**config.mk**
```make
export PLATFORM = sky130hd
export DESIGN_NAME = linked_list_queue_free_list
export DESIGN_NICKNAME = d
export VERILOG_FILES = /design/src/hdl/llq_pkg.sv /design/src/hdl/linked_list_queue_free_list.sv /design/src/hdl/llq_store.sv
export SDC_FILE = /design/constraint.sdc
export NUM_CORES = 2
export LEC_CHECK = 0
export BUFFER_PORTS_ARGS = -buffer_cell sky130_fd_sc_hd__buf_2
export CAP_MARGIN = 20
export CORE_ASPECT_RATIO = 1.1
export CORE_MARGIN = 1.5
export CORE_UTILIZATION = 45
export CTS_CLUSTER_DIAMETER = 30
export CTS_CLUSTER_SIZE = 8
export DETAILED_ROUTE_END_ITERATION = 8
export SLEW_MARGIN = 20
export SYNTH_ARGS = -nofsm -noshare
export SYNTH_HDL_FRONTEND = slang
export SYNTH_HIERARCHICAL = 1
export SYNTH_SLANG_ARGS = --single-unit
```
**constraint.sdc**
```tcl
create_clock -name clk -period 4.6 [get_ports clk]
set_input_delay 0 -clock clk [delete_from_list [all_inputs] [get_ports clk]]
set_output_delay 0 -clock clk [all_outputs]
set_load 0.01 [all_outputs]
```
**src/hdl/llq_pkg.sv**
```systemverilog
// ----------------------------------------------------------------------------
// llq_pkg
// Shared types, constants and helpers of the linked-list queue with free list.
// ----------------------------------------------------------------------------
package llq_pkg;

  localparam int DEPTH      = 64;
  localparam int DATA_WIDTH = 32;
  localparam int ITEM_W     = 32;
  localparam int ADDR_W     = $clog2(DEPTH);
  localparam int PTR_W      = $clog2(DEPTH + 1);

  typedef logic [ADDR_W-1:0]     addr_t;
  typedef logic [PTR_W-1:0]      ptr_t;
  typedef logic [DATA_WIDTH-1:0] data_t;
  typedef logic [ITEM_W-1:0]     item_t;

  // pointer value DEPTH marks the end of a list
  localparam ptr_t NULL_PTR = PTR_W'(DEPTH);

  localparam logic KIND_ENQ = 1'b0;
  localparam logic KIND_DEQ = 1'b1;

  localparam logic [1:0] ST_OK        = 2'd0;
  localparam logic [1:0] ST_OVERFLOW  = 2'd1;
  localparam logic [1:0] ST_UNDERFLOW = 2'd2;

  // request from the sequencer to the node store
  typedef struct packed {
    logic  rd_en;
    addr_t rd_addr;
    logic  link_we;
    addr_t link_waddr;
    ptr_t  link_wdata;
    logic  val_we;
    addr_t val_waddr;
    data_t val_wdata;
  } store_req_t;

  function automatic logic ptr_ok(ptr_t p);
    return p < PTR_W'(DEPTH);
  endfunction

  function automatic addr_t ptr_addr(ptr_t p);
    return p[ADDR_W-1:0];
  endfunction

  function automatic data_t item_to_data(item_t v);
    logic [DATA_WIDTH+ITEM_W-1:0] w;
    w = {{DATA_WIDTH{1'b0}}, v};
    return w[DATA_WIDTH-1:0];
  endfunction

  function automatic item_t data_to_item(data_t d);
    logic [DATA_WIDTH+ITEM_W-1:0] w;
    w = {{ITEM_W{1'b0}}, d};
    return w[ITEM_W-1:0];
  endfunction

endpackage

```
**src/hdl/linked_list_queue_free_list.sv**
```systemverilog
// ----------------------------------------------------------------------------
// linked_list_queue_free_list
// FIFO queue kept as a singly linked list in a node store, with a free list
// threading the unused nodes. Overflow drops the item, underflow is flagged.
// ----------------------------------------------------------------------------
//  channel   signals                       direction  meaning
//  in        in_valid in_ready kind value  input      enqueue value / dequeue
//  out       out_valid out_ready status    output     one result per request
//            item is_empty
//
// A request with a valid pointer issues the link read in its transfer cycle;
// S_ENQ or S_DEQ then uses the registered link and writes a link back.
// No new request is taken until the current one has loaded its result.
// Reset clears the per-entry written flags at once; no clearing pass.
// A result waiting in the output register stalls the write-back step and the
// error state; the next request is not taken until that step is done.
module linked_list_queue_free_list (
  input  logic                clk,
  input  logic                rst,
  input  logic                in_valid,
  output logic                in_ready,
  input  logic                kind,
  input  logic signed [31:0]  value,
  output logic                out_valid,
  input  logic                out_ready,
  output logic [1:0]          status,
  output logic signed [31:0]  item,
  output logic                is_empty
);

  localparam logic [1:0] S_IDLE = 2'd0;
  localparam logic [1:0] S_ENQ  = 2'd1;
  localparam logic [1:0] S_DEQ  = 2'd2;
  localparam logic [1:0] S_ERR  = 2'd3;

  logic [1:0]          state;
  llq_pkg::ptr_t       free_head;
  llq_pkg::ptr_t       head_ptr;
  llq_pkg::ptr_t       tail_ptr;
  llq_pkg::addr_t      cur;
  logic [1:0]          err_status;

  llq_pkg::store_req_t req;
  llq_pkg::ptr_t       link_rdata;
  llq_pkg::data_t      val_rdata;

  logic in_xfer;
  logic slot_free;
  logic load_out;
  logic fh_ok;
  logic head_ok;
  logic tail_ok;

  assign fh_ok     = llq_pkg::ptr_ok(free_head);
  assign head_ok   = llq_pkg::ptr_ok(head_ptr);
  assign tail_ok   = llq_pkg::ptr_ok(tail_ptr);
  assign in_ready  = (state == S_IDLE);
  assign in_xfer   = in_valid && in_ready;
  assign slot_free = !out_valid || out_ready;
  assign load_out  = slot_free && (state != S_IDLE);

  llq_store u_store (
    .clk        (clk),
    .rst        (rst),
    .req        (req),
    .link_rdata (link_rdata),
    .val_rdata  (val_rdata)
  );

  always_comb begin
    req = '0;
    case (state)
      S_IDLE: begin
        if (in_xfer && kind == llq_pkg::KIND_ENQ && fh_ok) begin
          // read the next free node, store the value, link after the tail
          req.rd_en      = 1'b1;
          req.rd_addr    = llq_pkg::ptr_addr(free_head);
          req.val_we     = 1'b1;
          req.val_waddr  = llq_pkg::ptr_addr(free_head);
          req.val_wdata  = llq_pkg::item_to_data(value);
          req.link_we    = tail_ok;
          req.link_waddr = llq_pkg::ptr_addr(tail_ptr);
          req.link_wdata = free_head;
        end else if (in_xfer && kind == llq_pkg::KIND_DEQ && head_ok) begin
          req.rd_en   = 1'b1;
          req.rd_addr = llq_pkg::ptr_addr(head_ptr);
        end
      end
      S_ENQ: begin
        if (slot_free) begin
          req.link_we    = 1'b1;
          req.link_waddr = cur;
          req.link_wdata = llq_pkg::NULL_PTR;
        end
      end
      S_DEQ: begin
        if (slot_free) begin
          // freed node goes back on top of the free list
          req.link_we    = 1'b1;
          req.link_waddr = cur;
          req.link_wdata = free_head;
        end
      end
      default: ;
    endcase
  end

  always_ff @(posedge clk) begin
    if (rst) begin
      state      <= S_IDLE;
      free_head  <= '0;
      head_ptr   <= llq_pkg::NULL_PTR;
      tail_ptr   <= llq_pkg::NULL_PTR;
      cur        <= '0;
      err_status <= llq_pkg::ST_OK;
      out_valid  <= 1'b0;
    end else begin
      case (state)
        S_IDLE: begin
          if (in_xfer) begin
            if (kind == llq_pkg::KIND_ENQ) begin
              if (fh_ok) begin
                cur      <= llq_pkg::ptr_addr(free_head);
                tail_ptr <= free_head;
                if (!tail_ok) begin
                  head_ptr <= free_head;
                end
                state <= S_ENQ;
              end else begin
                err_status <= llq_pkg::ST_OVERFLOW;
                state      <= S_ERR;
              end
            end else begin
              if (head_ok) begin
                cur   <= llq_pkg::ptr_addr(head_ptr);
                state <= S_DEQ;
              end else begin
                head_ptr   <= llq_pkg::NULL_PTR;
                err_status <= llq_pkg::ST_UNDERFLOW;
                state      <= S_ERR;
              end
            end
          end
        end
        S_ENQ: begin
          if (slot_free) begin
            free_head <= link_rdata;
            state     <= S_IDLE;
          end
        end
        S_DEQ: begin
          if (slot_free) begin
            free_head <= llq_pkg::ptr_t'(cur);
            if (llq_pkg::ptr_ok(link_rdata)) begin
              head_ptr <= link_rdata;
            end else begin
              head_ptr <= llq_pkg::NULL_PTR;
              tail_ptr <= llq_pkg::NULL_PTR;
            end
            state <= S_IDLE;
          end
        end
        S_ERR: begin
          if (slot_free) begin
            state <= S_IDLE;
          end
        end
        default: state <= S_IDLE;
      endcase

      if (load_out) begin
        out_valid <= 1'b1;
      end else if (out_ready) begin
        out_valid <= 1'b0;
      end
    end
  end

  always_ff @(posedge clk) begin
    if (load_out) begin
      case (state)
        S_ENQ: begin
          status   <= llq_pkg::ST_OK;
          item     <= '0;
          is_empty <= 1'b0;
        end
        S_DEQ: begin
          status   <= llq_pkg::ST_OK;
          item     <= llq_pkg::data_to_item(val_rdata);
          is_empty <= !llq_pkg::ptr_ok(link_rdata);
        end
        default: begin
          status   <= err_status;
          item     <= '0;
          is_empty <= !head_ok;
        end
      endcase
    end
  end

  // head and tail are null together
  a_head_tail: assert property (@(posedge clk) disable iff (rst)
    state == S_IDLE |-> head_ok == tail_ok)
    else $error("head and tail pointers disagree on empty queue");

  // the free-list head is never the queue head
  a_lists_apart: assert property (@(posedge clk) disable iff (rst)
    state == S_IDLE && head_ok && fh_ok |-> free_head != head_ptr)
    else $error("free list head is also queue head");

  a_item_ok: assert property (@(posedge clk) disable iff (rst)
    out_valid && item != 0 |-> status == llq_pkg::ST_OK)
    else $error("nonzero item on a failed request");

  a_underflow_empty: assert property (@(posedge clk) disable iff (rst)
    out_valid && status == llq_pkg::ST_UNDERFLOW |-> is_empty)
    else $error("underflow reported on a non-empty queue");

endmodule

```
**src/hdl/llq_store.sv**
```systemverilog
// ----------------------------------------------------------------------------
// llq_store
// Node store: link memory and value memory, one read and one write port each,
// registered read data. Link entries never written read as their reset link.
// ----------------------------------------------------------------------------
module llq_store (
  input  logic               clk,
  input  logic               rst,
  input  llq_pkg::store_req_t req,
  output llq_pkg::ptr_t      link_rdata,
  output llq_pkg::data_t     val_rdata
);

  llq_pkg::ptr_t  link_mem [llq_pkg::DEPTH];
  llq_pkg::data_t val_mem  [llq_pkg::DEPTH];

  logic [llq_pkg::DEPTH-1:0] link_written;

  llq_pkg::ptr_t  link_q;
  llq_pkg::data_t val_q;
  logic           written_q;
  llq_pkg::addr_t raddr_q;

  always_ff @(posedge clk) begin
    if (req.link_we) begin
      link_mem[req.link_waddr] <= req.link_wdata;
    end
    if (req.val_we) begin
      val_mem[req.val_waddr] <= req.val_wdata;
    end
    if (req.rd_en) begin
      link_q  <= link_mem[req.rd_addr];
      val_q   <= val_mem[req.rd_addr];
      raddr_q <= req.rd_addr;
    end
  end

  always_ff @(posedge clk) begin
    if (rst) begin
      link_written <= '0;
      written_q    <= 1'b0;
    end else begin
      if (req.link_we) begin
        link_written[req.link_waddr] <= 1'b1;
      end
      if (req.rd_en) begin
        written_q <= link_written[req.rd_addr];
      end
    end
  end

  // unwritten entry i links to i+1, the last one to null
  assign link_rdata = written_q ? link_q
                                : llq_pkg::ptr_t'(raddr_q) + llq_pkg::ptr_t'(1);
  assign val_rdata  = val_q;

endmodule
```
==> summary.txt <==
Place
  – Gp weighted congestion: around 0.8
  – Placed wire-length estimate after detailed placement: around 160000 um
  – Count of buffers inserted at the top-level ports: 73
  – Post-Place Worst Slack: between 200 and 300 ps

Synthesis
  – Most used DFF post-synth: sky130_fd_sc_hd__edfxtp_1
  – Post-synthesis cell area: between 100000 and 150000 um2
  – Largest family of logic cells by synthesized area: multiplexers
  – Number of enable-type register cells in the synthesized netlist: approximately 2600
  – Average instance area after synthesis: around 23 um2
  – Cell type with the largest total area after synthesis: sky130_fd_sc_hd__edfxtp_1
  – Fraction of synthesized area in multiplexers: approximately 19%
  – Synth top area share: 75.4%
  – Synth top area cells: sky130_fd_sc_hd__edfxtp_1 (75%), sky130_fd_sc_hd__mux4_2 (18%), sky130_fd_sc_hd__dfxtp_1 (1.9%)
  – Adder-cell share of the synthesized area: less than 1%
  – Number of register bits inferred by synthesis: ~2700
  – Portion of the post-synthesis area used by sequential elements: between 70% and 80%
  – Fraction of the mapped netlist area in compound gates: less than 1%
  – Synthesized netlist cell count: 4412
  – Area share of xor/xnor cells in the synthesized design: less than 1%
  – Number of distinct library cells after synthesis: 52
  – Simple logic cell fraction of the synthesized area: 2.33%
  – Async set-or-reset flop fraction in the synthesized netlist: 0%
  – YS warnings: 6
  – Nets in the synthesized netlist: 4455

Drt
  – First-pass iteration count of the detailed router: 5
  – Sum of routed wire length over all layers: around 280000 um
  – Drt initial violations: about 5800
  – Avg Vias per Cell: between 6 and 7
  – Post-route DRC: 0
  – Vias after detailed routing: 51000
  – Detail Route Antenna Nets: 0
  – Wirelength per Cell: 32.7 um

STA
  – Worst slew margin: 28.0%
  – Achievable Freq: between 200 and 250 MHz
  – Setup slack of the critical path after layout: between 300 and 400 ps
  – Crit share post-route: between 90 and 100%
  – Setup violation total in the final timing report: 0
  – Total negative slack: 0 ps
  – Final hold violations: 0
  – Slew at the pin with the worst max-slew slack: between 1000 and 1500 ps
  – Maximum clock skew at final layout: between 50 and 60 ps
  – Setup repair after global routing missed its margin: false
  – Max Slew Vio Count: 0
  – Final worst path period need: approximately 4300 ps

Power and ir drop
  – Power density normalized to cell area: 525 nW/um2
  – Worst-case vdd ir drop: around 0.44 mV
  – P_leak: ~40 nW

Floorplanning
  – Die footprint: 231000 um2
  – Core Box Area: about 230000 um2
  – Chip height: around 500 um
  – FP Rows: between 150 and 200
  – Starting density of the core: a little under half
  – Horizontal die dimension: between 400 and 500 um
  – I/O pin total: 74

Cells and area
  – Most common cell after layout, fill and taps aside: sky130_fd_sc_hd__edfxtp_1
  – Fill cell instance count of the final layout: 16400
  – P&R area growth vs syn: 23.8%
  – Leading cell types in the layout, fill and taps excluded: sky130_fd_sc_hd__edfxtp_1 (2576), sky130_fd_sc_hd__mux4_2 (809), sky130_fd_sc_hd__clkbuf_16 (549)
  – Count of nets after finishing: around 5200
  – Fraction of final layout cells with drive strength greater than 1: a little under two fifths

Hold path
  – Depth of the worst hold-timing path: 3
  – Type of the most critical hold path: input pin to flip-flop
  – Worst hold path startpoint: rst
  – WHS Endpoint: u_store/link_written[44]$_SDFFE_PP0P_

Setup path
  – Type of element capturing the critical path: flip-flop
  – Slack of the worst reg-to-reg path: 340 ps
  – Data required time of the worst path: between 5000 and 6000 ps
  – Startpoint type of the worst setup path: flip-flop
  – First element of the critical path: state[0]$_SDFFE_PP0P_
  – Maximum fanout along the worst path: 19
  – Critical Path AT: just under 5000 ps
  – Capture instance of the worst register-to-register path: u_store/val_rdata[24]$_DFFE_PP_
  – Count of cells along the worst register-to-register path: 11
  – Worst reg2reg startpoint: state[0]$_SDFFE_PP0P_
  – CP Class: flip-flop to flip-flop

Clock tree
  – Sinks on the clock net: around 2700
  – CTS tree: built
  – Number of clock buffers inserted by TritonCTS: 530
  – Root Buffer: sky130_fd_sc_hd__clkbuf_16
  – Clock edge transition at the registers on the reported setup and hold paths: about 50 ps
  – Maximum level of the CTS H-tree: 6
  – Clock latency on the worst-skew pair: ~950 ps
  – Maximum count of clock buffers along a single path: 4

Global routing
  – Via count of the first global-routing pass: ~52000
  – Aggregate global routing overflow: 0
  – Number of antenna violations at the first check in global routing: 15
  – Pin count of the biggest net entering global routing: 65
  – Overall track demand over capacity in global routing: 24.1%
  – Wire length of the first global-routing pass: 391000 um

Run status
  – Result of the run: completed

Job
  – Max capacitance violation total: 0
## worst max-delay path by stage
stage / endpoint / slack [ps] / cells after the start
after floorplan: u_store/link_mem[0][0]$_DFFE_PP_ / -80 / 6
after global placement: u_store/val_rdata[15]$_DFFE_PP_ / 290 / 11
after detailed placement: u_store/val_rdata[15]$_DFFE_PP_ / 300 / 11
after CTS: u_store/val_rdata[15]$_DFFE_PP_ / 280 / 11
after global routing: u_store/val_rdata[24]$_DFFE_PP_ / 150 / 11
final: u_store/val_rdata[24]$_DFFE_PP_ / 340 / 11
## power breakdown
part	switching [W]	internal, W
clock	0.0117	0.0245
combinational	0.00187	0.00129
sequential	0.000135	0.0271
total	0.0137	0.0529
## cells by family after synthesis
logic type | count (synthesis)
AO/OA/AOI/OAI | 93
XOR/XNOR | 4
adder cells (fa/ha/maj) | 6
buffers and inverters | 253
flip-flops | 2673
multiplexers | 887
AND/OR/NAND/NOR | 496
## metal layers
layer	global-route usage [%]	up-vias	share of wire [%]
met3	4.41	482	7.5
met2	39.7	2378	50
met4	8.42	8	3.2
li1	-	20400	-
met5	0	-	0.019
met1	32.4	27800	39
## stage by stage
stage | utilization (%) | area [um2] | cells | hold WS (ps) | total power [W]
2_1_floorplan | - | 103000 | 4412 | 107 | 0.0295
3_3_place_gp | 48.5 | 110000 | 7557 | 412 | 0.0308
3_5_place_dp | 48.5 | 110000 | 7557 | 415 | 0.0308
4_1_cts | 56.1 | 127000 | 8480 | 5.36 | 0.0671
5_1_grt | 56.1 | 127000 | 8493 | 94.5 | 0.0684
6_report | 56.1 | 127000 | 8494 | 90.0 | 0.0666
## critical path: stages, from the launching register on
cell and delay, ps:
sky130_fd_sc_hd__dfxtp_1 350, sky130_fd_sc_hd__inv_1 170, sky130_fd_sc_hd__ha_1 210, sky130_fd_sc_hd__and4bb_2 390, sky130_fd_sc_hd__a22oi_1 230, sky130_fd_sc_hd__inv_8 310, sky130_fd_sc_hd__buf_12 250, sky130_fd_sc_hd__buf_4 430
sky130_fd_sc_hd__mux4_2 580, sky130_fd_sc_hd__mux4_2 460, sky130_fd_sc_hd__mux2i_1 400, sky130_fd_sc_hd__mux2i_1 130
## cell type report
type / instances / area (um2) / area share, %
inverters: 12 / 81.3 / 0.0641
well taps: 2960 / 3700 / 2.92
repair buffers: 468 / 4290 / 3.38
multi-input cells: 1486 / 22800 / 17.9
flip-flops and latches: 2673 / 79300 / 62.5
clock buffers: 637 / 14100 / 11.1
clock inverters: 252 / 2680 / 2.11
diodes: 6 / 15.0 / 0.0118
## sequential cells by signal, summed over array words and instances, names as in the netlist, 2 cells and up
signal	count
u_store/val_mem	2048
u_store/link_mem	448
u_store/link_written	64
item	32
u_store/val_rdata	32
free_head	7
head_ptr	7
tail_ptr	7
u_store/link_q	7
cur	6
u_store/raddr_q	6
err_status	2
state	2
status	2
## cells in the mapped netlist (all sizes together), types with 11 or more instances
cell and n:
dfxtp 97, mux4 809, mux2 11, and2 72, inv 11, edfxtp 2576
mux2i 67, a21oi 28, clkbuf 124, nand3 17, nor2b 27, buf 117
nor2 274, nand2b 15, nand2 32, or3b 14, o21ai 18, a211oi 14
nand3b 13
## what timing repair did
action | CTS | global route
hold buffers | 34 | 8
resized for setup | 0 | 0
buffers inserted | 0 | 0
endpoints found under the hold margin | 1100 | 512
No activity file was read; power rests on OpenSTA's default activity.
